==> config.mk <==
export PLATFORM = sky130hd
export DESIGN_NAME = page_map_layout_planner_core
export DESIGN_NICKNAME = d
export VERILOG_FILES = /design/src/sv/pmlp_pkg.sv /design/src/sv/pmlp_fit_scan.sv /design/src/sv/page_map_layout_planner_core.sv
export SDC_FILE = /design/constraint.sdc
export NUM_CORES = 1
export LEC_CHECK = 0
export BUFFER_PORTS_ARGS = -buffer_cell sky130_fd_sc_hd__buf_4
export CAP_MARGIN = 30
export CORE_MARGIN = 2
export CORE_UTILIZATION = 30
export CTS_CLUSTER_DIAMETER = 150
export DETAILED_ROUTE_END_ITERATION = 12
export HOLD_SLACK_MARGIN = 0.02
export REMOVE_ABC_BUFFERS = 1
export SETUP_SLACK_MARGIN = 0.02
export SLEW_MARGIN = 30
export SYNTH_ARGS = -nofsm -noshare
export SYNTH_HDL_FRONTEND = slang
export SYNTH_HIERARCHICAL = 1
export SYNTH_SLANG_ARGS = --single-unit
==> constraint.sdc <==
create_clock -name clock -period 10 [get_ports clock]
set_input_delay 0.5 -clock clock [delete_from_list [all_inputs] [get_ports clock]]
set_output_delay 0.5 -clock clock [all_outputs]
set_load 0.01 [all_outputs]
==> src/sv/pmlp_pkg.sv <==
// Shared types, constants and page-map helpers of the page map layout planner.
package pmlp_pkg;

   localparam logic [7:0] FULL_DRIVER_PAGES = 8'd4;
   localparam logic [7:0] MIN_DRIVER_PAGES  = 8'd2;
   localparam logic [7:0] SCREEN_PAGES      = 8'd4;
   localparam logic [7:0] CHARSET_PAGES     = 8'd8;

   localparam logic [7:0] LOW_RSV_LAST  = 8'h03;
   localparam logic [7:0] IO_RSV_FIRST  = 8'ha0;
   localparam logic [7:0] IO_RSV_LAST   = 8'hbf;
   localparam logic [7:0] TOP_RSV_FIRST = 8'hd0;
   localparam logic [7:0] LAST_PAGE     = 8'hff;
   localparam logic [5:0] SCR_SKIP_LO   = 6'h10;
   localparam logic [5:0] SCR_SKIP_HI   = 6'h20;

   typedef struct packed {
      logic [7:0]  window_start_page;
      logic [7:0]  window_page_count;
      logic [15:0] image_load_address;
      logic [16:0] image_length;
      logic [7:0]  text_pages;
   } req_type;

   typedef struct packed {
      logic [7:0] driver_start;
      logic [7:0] screen_start;
      logic [7:0] charset_start;
      logic [7:0] text_start;
   } rsp_type;

   // Compact description of the occupancy map: each page is decoded on demand.
   typedef struct packed {
      logic       derived;
      logic       img_valid;
      logic [7:0] img_lo;
      logic [7:0] img_hi;
      logic [7:0] win_lo;
      logic [8:0] win_end;
   } map_desc_type;

   typedef struct packed {
      logic [7:0] size;
      logic [7:0] scr;
      logic [7:0] chr;
      logic [7:0] drv;
   } fit_req_type;

   typedef struct packed {
      logic       done;
      logic [7:0] page;
   } fit_rsp_type;

   function automatic logic reserved_page(input logic [7:0] p);
      return (p <= LOW_RSV_LAST) || ((p >= IO_RSV_FIRST) && (p <= IO_RSV_LAST))
         || (p >= TOP_RSV_FIRST);
   endfunction

   function automatic logic page_busy(input map_desc_type d, input logic [7:0] p);
      logic img;
      img = d.img_valid && (p >= d.img_lo) && (p <= d.img_hi);
      if (d.derived) begin
         return reserved_page(p) || img;
      end else begin
         return !((p >= d.win_lo) && ({1'b0, p} < d.win_end));
      end
   endfunction

   function automatic logic in_span(input logic [7:0] p, input logic [7:0] base,
                                    input logic [7:0] len);
      return (base != 8'd0) && (p >= base) && ({1'b0, p} < ({1'b0, base} + {1'b0, len}));
   endfunction

endpackage

==> src/sv/pmlp_fit_scan.sv <==
// First-fit run search over the page map, one page per cycle.
module pmlp_fit_scan
   import pmlp_pkg::*;
(
   input  logic         clock,
   input  logic         reset,
   input  logic         go,
   input  fit_req_type  fit_req,
   input  map_desc_type desc,
   output fit_rsp_type  fit_rsp
);

   logic        active_ff, active_in;
   logic [7:0]  page_ff, page_in;
   logic [8:0]  first_ff, first_in;
   fit_req_type req_ff, req_in;
   fit_rsp_type rsp_ff, rsp_in;
   logic        busy_pg;

   always_comb begin
      busy_pg = page_busy(desc, page_ff) || in_span(page_ff, req_ff.scr, SCREEN_PAGES)
         || in_span(page_ff, req_ff.chr, CHARSET_PAGES)
         || in_span(page_ff, req_ff.drv, FULL_DRIVER_PAGES);
      active_in = active_ff;
      page_in   = page_ff;
      first_in  = first_ff;
      req_in    = req_ff;
      rsp_in    = '{done: 1'b0, page: rsp_ff.page};
      if (go) begin
         active_in = 1'b1;
         page_in   = 8'd0;
         first_in  = 9'd0;
         req_in    = fit_req;
      end else if (active_ff) begin
         page_in = page_ff + 8'd1;
         // a run counts only when a busy page closes it
         if (busy_pg && (({1'b0, page_ff} - first_ff) >= {1'b0, req_ff.size})) begin
            active_in = 1'b0;
            rsp_in    = '{done: 1'b1, page: first_ff[7:0]};
         end else begin
            if (busy_pg) begin
               first_in = {1'b0, page_ff} + 9'd1;
            end
            if (page_ff == LAST_PAGE) begin
               active_in = 1'b0;
               rsp_in    = '{done: 1'b1, page: 8'd0};
            end
         end
      end
   end

   always_ff @(posedge clock) begin
      if (reset) begin
         active_ff   <= 1'b0;
         rsp_ff.done <= 1'b0;
      end else begin
         active_ff   <= active_in;
         rsp_ff.done <= rsp_in.done;
      end
      page_ff      <= page_in;
      first_ff     <= first_in;
      req_ff       <= req_in;
      rsp_ff.page  <= rsp_in.page;
   end

   assign fit_rsp = rsp_ff;

endmodule

==> src/sv/page_map_layout_planner_core.sv <==
// Top level: request decode, slot sequencer and result register of the layout planner.
//
//   channel   ports                        handshake
//   request   start, busy, req_data        word taken when start && !busy
//   result    rsp_valid, rsp_data          one-cycle strobe, cannot be held off
//
// Each request is decoded, then each screen or charset candidate is checked in
// turn, and each candidate that passes starts a first-fit scan of the shared search
// unit (it stops at the first run that fits). Worst case is 288 candidates with 248
// failed driver scans plus a final scan; an invalid or empty window is answered
// from the idle state without a scan.
// The page map is decoded from the request, so no clearing pass follows reset.
// busy stays high from acceptance until the result strobe; an invalid or empty window never raises it.
module page_map_layout_planner_core
   import pmlp_pkg::*;
(
   input  logic    clock,
   input  logic    reset,
   input  logic    start,
   output logic    busy,
   input  req_type req_data,
   output logic    rsp_valid,
   output rsp_type rsp_data
);

   typedef enum logic [2:0] {
      ST_IDLE, ST_CAND, ST_FULL, ST_TEXT, ST_MIN
   } state_type;

   state_type    state_ff, state_in;
   logic [1:0]   b_ff, b_in;
   logic [3:0]   j_ff, j_in;
   logic [2:0]   k_ff, k_in;
   logic [7:0]   text_ff, text_in;
   map_desc_type desc_ff, desc_in;
   rsp_type      res_ff, res_in;
   logic         rsp_valid_ff, rsp_valid_in;
   rsp_type      rsp_ff, rsp_in;

   logic         fit_go;
   fit_req_type  fit_req;
   fit_rsp_type  fit_rsp;

   logic [1:0]   bank_code;
   logic         char_bank;
   logic [7:0]   scr_page, chr_page;
   logic         scr_free, chr_free, skip_cand;
   logic [1:0]   nb;
   logic [3:0]   nj;
   logic [2:0]   nk;
   logic         exhausted;
   logic [17:0]  img_end;
   logic [8:0]   win_end;
   logic [7:0]   win_last;
   logic         win_ok;

   pmlp_fit_scan u_fit (
      .clock  (clock),
      .reset  (reset),
      .go     (fit_go),
      .fit_req(fit_req),
      .desc   (desc_ff),
      .fit_rsp(fit_rsp)
   );

   // bank order 0x00, 0x80, 0x40, 0xc0
   always_comb begin
      unique case (b_ff)
         2'd0: bank_code = 2'd0;
         2'd1: bank_code = 2'd2;
         2'd2: bank_code = 2'd1;
         default: bank_code = 2'd3;
      endcase
      char_bank = bank_code[0];
      scr_page  = {bank_code, j_ff, 2'b00};
      chr_page  = {bank_code, k_ff, 3'b000};
      scr_free  = 1'b1;
      chr_free  = 1'b1;
      for (int n = 0; n < 8; n++) begin
         if (n < 4 && page_busy(desc_ff, scr_page + 8'(n))) begin
            scr_free = 1'b0;
         end
         if (page_busy(desc_ff, chr_page + 8'(n))) begin
            chr_free = 1'b0;
         end
      end
      if (char_bank) begin
         skip_cand = !scr_free || !chr_free || (k_ff == j_ff[3:1]);
      end else begin
         skip_cand = !scr_free || (({j_ff, 2'b00} >= SCR_SKIP_LO)
            && ({j_ff, 2'b00} < SCR_SKIP_HI));
      end
      // next candidate: charset index first in charset banks
      nb = b_ff;
      nj = j_ff;
      nk = 3'd0;
      exhausted = 1'b0;
      if (char_bank && (k_ff != 3'd7)) begin
         nk = k_ff + 3'd1;
      end else if (j_ff != 4'd15) begin
         nj = j_ff + 4'd1;
      end else begin
         nj = 4'd0;
         nb = b_ff + 2'd1;
         exhausted = (b_ff == 2'd3);
      end
   end

   // request decode
   always_comb begin
      img_end  = {2'b00, req_data.image_load_address} + {1'b0, req_data.image_length}
         - 18'd1;
      win_end  = {1'b0, req_data.window_start_page} + {1'b0, req_data.window_page_count};
      if (win_end > 9'd256) begin
         win_end = 9'd256;
      end
      win_last = 8'(win_end - 9'd1);
      win_ok   = (req_data.window_start_page != LAST_PAGE)
         && (req_data.window_page_count != 8'd0)
         && !reserved_page(req_data.window_start_page) && !reserved_page(win_last);
   end

   always_comb begin
      state_in     = state_ff;
      b_in         = b_ff;
      j_in         = j_ff;
      k_in         = k_ff;
      text_in      = text_ff;
      desc_in      = desc_ff;
      res_in       = res_ff;
      rsp_valid_in = 1'b0;
      rsp_in       = rsp_ff;
      fit_go       = 1'b0;
      fit_req      = '{size: FULL_DRIVER_PAGES, scr: scr_page,
                       chr: (char_bank ? chr_page : 8'd0), drv: 8'd0};
      unique case (state_ff)
         ST_IDLE: begin
            if (start) begin
               desc_in.derived   = (req_data.window_start_page == 8'd0);
               desc_in.img_valid = (req_data.image_length != 17'd0);
               desc_in.img_lo    = req_data.image_load_address[15:8];
               desc_in.img_hi    = (img_end[17:16] != 2'b00) ? LAST_PAGE : img_end[15:8];
               desc_in.win_lo    = req_data.window_start_page;
               desc_in.win_end   = win_end;
               text_in = req_data.text_pages;
               b_in    = 2'd0;
               j_in    = 4'd0;
               k_in    = 3'd0;
               res_in  = '0;
               if (desc_in.derived || win_ok) begin
                  state_in = ST_CAND;
               end else begin
                  rsp_valid_in = 1'b1;
                  rsp_in       = '0;
               end
            end
         end
         ST_CAND: begin
            if (skip_cand) begin
               b_in = nb;
               j_in = nj;
               k_in = nk;
               if (exhausted) begin
                  fit_go   = 1'b1;
                  fit_req  = '{size: MIN_DRIVER_PAGES, scr: 8'd0, chr: 8'd0, drv: 8'd0};
                  state_in = ST_MIN;
               end
            end else begin
               fit_go   = 1'b1;
               state_in = ST_FULL;
            end
         end
         ST_FULL: begin
            if (fit_rsp.done) begin
               if (fit_rsp.page != 8'd0) begin
                  res_in.driver_start  = fit_rsp.page;
                  res_in.screen_start  = scr_page;
                  res_in.charset_start = char_bank ? chr_page : 8'd0;
                  if (text_ff != 8'd0) begin
                     fit_go   = 1'b1;
                     fit_req  = '{size: text_ff, scr: scr_page,
                                  chr: (char_bank ? chr_page : 8'd0), drv: fit_rsp.page};
                     state_in = ST_TEXT;
                  end else begin
                     rsp_valid_in = 1'b1;
                     rsp_in       = res_in;
                     state_in     = ST_IDLE;
                  end
               end else begin
                  b_in = nb;
                  j_in = nj;
                  k_in = nk;
                  if (exhausted) begin
                     fit_go   = 1'b1;
                     fit_req  = '{size: MIN_DRIVER_PAGES, scr: 8'd0, chr: 8'd0, drv: 8'd0};
                     state_in = ST_MIN;
                  end else begin
                     state_in = ST_CAND;
                  end
               end
            end
         end
         ST_TEXT: begin
            if (fit_rsp.done) begin
               rsp_valid_in      = 1'b1;
               rsp_in            = res_ff;
               rsp_in.text_start = fit_rsp.page;
               state_in          = ST_IDLE;
            end
         end
         ST_MIN: begin
            if (fit_rsp.done) begin
               rsp_valid_in        = 1'b1;
               rsp_in              = '0;
               rsp_in.driver_start = fit_rsp.page;
               state_in            = ST_IDLE;
            end
         end
         default: begin
            state_in = ST_IDLE;
         end
      endcase
   end

   always_ff @(posedge clock) begin
      if (reset) begin
         state_ff     <= ST_IDLE;
         rsp_valid_ff <= 1'b0;
      end else begin
         state_ff     <= state_in;
         rsp_valid_ff <= rsp_valid_in;
      end
      b_ff    <= b_in;
      j_ff    <= j_in;
      k_ff    <= k_in;
      text_ff <= text_in;
      desc_ff <= desc_in;
      res_ff  <= res_in;
      rsp_ff  <= rsp_in;
   end

   assign busy      = (state_ff != ST_IDLE);
   assign rsp_valid = rsp_valid_ff;
   assign rsp_data  = rsp_ff;

endmodule

==> metrics.txt, run 1 <==
status=finished, final reports clean; clock-pin slew on the worst setup and hold paths=70 ps; Seq/Total Area, Yosys=37.34%; Post-synth top cells=188 x inv_1, 186 x ha_1, 136 x edfxtp_1, 87 x nor2_1, 61 x nand2_1; Synth area leader=edfxtp_1; Final setup viols=0; slowest CP cell=or4b_2; Post-CTS Resized=0; Max VDD drop=0.1159 mV; Synth Cell Area=0.01217 mm^2; crit-path max cell delay=660 ps; Routed WL=29980 um; initial antenna violation count=0; cell family with most CP delay=simple AND/OR/NAND/NOR gates; gp weighted congestion=0.8674; EDFF count, synth=136; Clock Sinks=159; final net count=1604; max_cap viols=0; Worst Path Buf+Inv=3; Seq cells post-synth=159; Antenna diodes=0; largest net degree at the start of global routing=49; Final Slew Violations=0; Root Buffer=clkbuf_16; initial drt markers=566; Core Rows=73; most common cell in the synthesized netlist=inv_1; distinct cell type count after synthesis=90; Ys Warns=6; Pre-antenna DRT Iters=5; antenna violation net count after detailed routing=0; Hold Crit Class=in -> reg; Syn-to-layout area delta=15.86%; leakage power=0.006428 uW; die area=0.04220 mm^2; Synth top area share=33.56%; Mean Syn Cell Area=9.744 um^2; CTS Buf Count=17; top post-synthesis cells by area=edfxtp_1 34%, ha_1 19%, inv_1 5.8%; total I/O pin count=94; Port Buffers=88; share of cells above drive strength 1=12.78%; drt drc=0; Core Area=0.03991 mm^2; Total Routing Usage GR=14.88%; Post-Synthesis Cells=1249; unrepaired setup endpoints after global routing=no; Slew headroom=43.98%; TritonCTS clock tree=built; H-tree depth=4; hold_buf cts=0; Fin Setup TNS=0 ps; Post-CTS Setup Repair Bufs=0; Required @ worst endpoint=10080 ps; vias in the first global route=9445; Vias=9343; Clock Latency Late Sink=450 ps; critical-path cell list=ha_1 > nor2_1 > inv_1 > ha_1 > nand4_4 > or4b_2 > o31ai_1 > a211oi_1 > and4_1 > o22ai_2 > a21oi_1 > o21bai_4 > buf_4 > inv_1 > nand2_1 > a21oi_1; fin crit share=54.93%; async set-reset flop share out of synthesis=0%; WP data arrival=5570 ps; Total Power Consumption=2844 uW; first-pass GRT wire length=49210 um; Least-Margin Pin Slew=839.2 ps; Die Width=205.4 um; DP HPWL=23250 um; clock skew=12.76 ps; FILL cells=4013; gr ovfl total=0; fin crit period=5493 ps; via-per-instance ratio=4.933; critical path class=reg -> reg; Initial Utilization=30.49%; CP Max Fanout=48; ys flop type=edfxtp_1; DR WL/cell=15.83 um; CTS max path bufs=2; pwr dens=201.7 mW/mm^2; Die Y=205.4 um; Max Fclk=182.1 MHz; Critical Path End Type=flip-flop; crit start category=flip-flop; endpoints failing hold=0
-- sequential cells by signal (all words and copies together) (netlist names) --
signal           count
u_fit/fit_rsp        9
rsp_valid            1
res_ff              18
u_fit/page_ff        8
rsp_data            26
k_ff                 3
b_ff                 2
state_ff             3
u_fit/active_ff      1
u_fit/req_ff        32
u_fit/first_ff       9
text_ff              8
desc_ff             35
j_ff                 4
-- final timing paths --
path	endpoint	slack, ps	start	depth (start not counted)
setup / recovery	u_fit/fit_rsp[7]	4510	b_ff[1]	16
hold / removal	text_ff[7]	230	req_data[7]	1
setup reg to reg	u_fit/fit_rsp[7]	4510	b_ff[1]	16
hold reg to reg	u_fit/first_ff[3]	500	u_fit/first_ff[3]	1
-- worst register-to-register path, stage by stage, from the launching register on --
cell and delay [ps]:
edfxtp_1 510, ha_1 340, nor2_1 360, inv_1 200, ha_1 390, nand4_4 170
or4b_2 660, o31ai_1 90, a211oi_1 110, and4_1 190, o22ai_2 400, a21oi_1 120
o21bai_4 180, buf_4 300, inv_1 320, nand2_1 150, a21oi_1 620
-- where the power goes --
group	total [uW]	internal (uW)	switching, uW
combinational	1160	488	673
sequential	1030	883	145
clock	654	358	295
-- cell type report --
type | instances | area, um^2 | share of cell area (%)
inverters | 190 | 713.2 | 5.058
repair buffers | 99 | 743.2 | 5.271
clock buffers | 18 | 439.2 | 3.114
multi-input cells | 889 | 6860 | 48.65
flip-flops and latches | 159 | 4544 | 32.23
well taps | 525 | 656.9 | 4.658
clock inverters | 14 | 143.9 | 1.020
-- logic make-up after synthesis --
group,synth area share (%)
mux,1.275
buf+inv,6.703
xor+xnor,3.310
flops,37.34
compound gates,15.83
simple gates,16.06
fa+ha+maj,19.45
other cells,0.03081
-- routing by layer --
metal | GRT usage (%) | part of all wire [%] | vias up
li1 | - | - | 4708
met1 | 18.95 | 46 | 4420
met2 | 25.37 | 48 | 183
met3 | 2.597 | 3.7 | 32
met4 | 5.087 | 1.9 | 0
met5 | 0 | 0 | -
-- cells in the final DEF, fill, tap and decap left out, types with 18 or more instances in the layout --
master,instances
edfxtp_1,136
dfxtp_1,23
nor3_1,21
o21ai_0,45
nor4_1,18
nand2b_1,21
nand3_1,29
ha_1,186
a21o_1,25
buf_4,99
xnor2_1,27
xor2_1,19
a21oi_1,49
inv_1,187
nor2_1,86
and2_1,49
nand2_1,60
-- through the flow --
| step | std cells | worst slack (ps) | instance area, um^2 | utilization, % | hold slack, ps |
|---|---|---|---|---|---|
| 3_5_place_dp | 1862 | 4572 | 13520 | 33.87 | 493.2 |
| 6_report | 1894 | 4507 | 14100 | 35.33 | 229.4 |
| 5_1_grt | 1894 | 4128 | 14100 | 35.33 | 201.9 |
| 3_3_place_gp | 1862 | 4755 | 13510 | 33.85 | 481.7 |
| 4_1_cts | 1894 | 4546 | 14100 | 35.33 | 203.2 |
| 2_1_floorplan | 1238 | 4607 | 12100 | - | 465.5 |
Note: power is estimated with default switching activity, not from simulation.
==> run 2: changes to the inputs <==
- clock period: 10 -> 5.7 ns (I/O delays scaled with it)
==> run 2 against run 1 <==
Clock skew up 5.4 ps. Register-to-register slack worse by 3800 ps. Final cell count up 0.53%. Worst hold slack worse by 190 ps. Die area unchanged. Flip-flop and latch count unchanged. Via count up 1.2%. Setup slack worse by 3800 ps. Critical path type unchanged.
==> metrics.txt, run 2 (synthesized netlist as in run 1, its figures left out) <==
status=finished, final reports clean; Syn-to-layout area delta=16.44%; DP HPWL=23230 um; fin crit share=88.05%; GR peak layer=met2; Routed WL=29940 um; met2 GRT Util=25.51%; fin crit period=5019 ps; Least-Margin Pin Slew=801.3 ps; Util after Layout=35.50%; vias in the first global route=9538; critical path class=reg -> reg; Die Y=205.4 um; share of cells above drive strength 1=12.84%; via-per-instance ratio=4.966; Clock Latency Late Sink=440 ps; most common cell after layout, fill and taps aside=inv_1; Initial Utilization=30.49%; crit-path max cell delay=660 ps; clock skew=18.14 ps; clock-pin slew on the worst setup and hold paths=70 ps; CTS Buf Count=17; CTS max path bufs=2; TritonCTS clock tree=built; drt drc=0; cell family with most CP delay=simple AND/OR/NAND/NOR gates; pwr dens=351.1 mW/mm^2; WP data arrival=5080 ps; initial drt markers=505; Critical Path End Type=flip-flop; initial antenna violation count=0; most flop-heavy register=desc_ff; FILL cells=4044; final hold slack=39.78 ps; first-pass GRT wire length=49110 um; Max Fclk=199.2 MHz; slowest CP cell=or4b_2; max reg flops=35; final net count=1614; Vias=9455; die area=0.04220 mm^2; largest net degree at the start of global routing=48; Final setup viols=0; Antenna diodes=0; Core Area=0.03991 mm^2; crit start category=flip-flop; max_cap viols=0; Final Slew Violations=0; Worst Path Buf+Inv=2; Total Routing Usage GR=14.77%; endpoints failing hold=0; Hold Crit Class=in -> reg; gp weighted congestion=0.8641; antenna violation net count after detailed routing=0; Slew headroom=46.22%; DR WL/cell=15.72 um; Port Buffers=88; Root Buffer=clkbuf_16; design area=0.01417 mm^2; gr ovfl total=0; Clock Sinks=159; Max VDD drop=0.2142 mV; Core Rows=73; met3 GRT Util=2.566%; Pre-antenna DRT Iters=5; total I/O pin count=94; DP Area=0.01354 mm^2; Die Width=205.4 um; Fin Setup TNS=0 ps; leakage power=0.006455 uW; most frequent cells in the layout=187 x inv_1, 186 x ha_1, 136 x edfxtp_1; unrepaired setup endpoints after global routing=no; met1 GRT Util=18.84%; H-tree depth=4; Required @ worst endpoint=5760 ps; critical-path cell list=ha_1 > nor2_1 > inv_1 > ha_1 > nand4_4 > or4b_2 > o31ai_1 > a211oi_1 > and4_1 > o22ai_2 > a21oi_1 > o21bai_4 > inv_1 > nand2_1 > a21oi_1; Post-CTS Resized=0; Total Power Consumption=4976 uW; CP Max Fanout=10
[run 2: final cells by class]
class	instances	area [um^2]	share of cell area (%)
Multi-Input combinational cell	889	6860	48.41
Timing Repair Buffer	109	835.8	5.898
Inverter	190	713.2	5.033
Clock buffer	18	429.2	3.028
Tap cell	525	656.9	4.635
Sequential cell	159	4544	32.07
Clock inverter	14	131.4	0.9271
[run 2: through the flow]
stage,instances,setup WS [ps]
global route,1904,422.6
finish,1904,680.9
global placement,1865,887.0
CTS,1904,679.7
detailed placement,1865,706.7
floorplan,1238,306.9
[run 2: what timing repair did]
| action | 4_1_cts | 5_1_grt |
|---|---|---|
| setup buffers | 0 | 0 |
| hold buffers | 7 | 0 |
| hold endpoints to repair | 7 | 0 |
[run 2: worst reg2reg max path, delay by kind of cell, from the launching register on]
family	cells	cell delay (ps)
buf+inv	2	410
flops	1	500
simple gates	5	1540
fa+ha+maj	2	720
compound gates	6	1500
[run 2: final timing paths]
check	start	endpoint	cells after the start	slack, ps
worst max-delay path	b_ff[1]	u_fit/fit_rsp[7]	15	680
worst min-delay path	req_data[34]	desc_ff[26]	1	40
worst max register to register	b_ff[1]	u_fit/fit_rsp[7]	15	680
worst min register to register	u_fit/first_ff[4]	u_fit/first_ff[4]	1	510
[run 2: per-layer routing]
layer  wire length, um  part of all wire [%]
met5                 0                     0
met4               506                   1.7
met3              1225                   4.1
met2             14500                    48
met1             13710                    46
[run 2: report_power, final]
part | switching (uW) | internal (uW)
clock network | 514 | 608
registers | 213 | 1550
logic | 1220 | 872
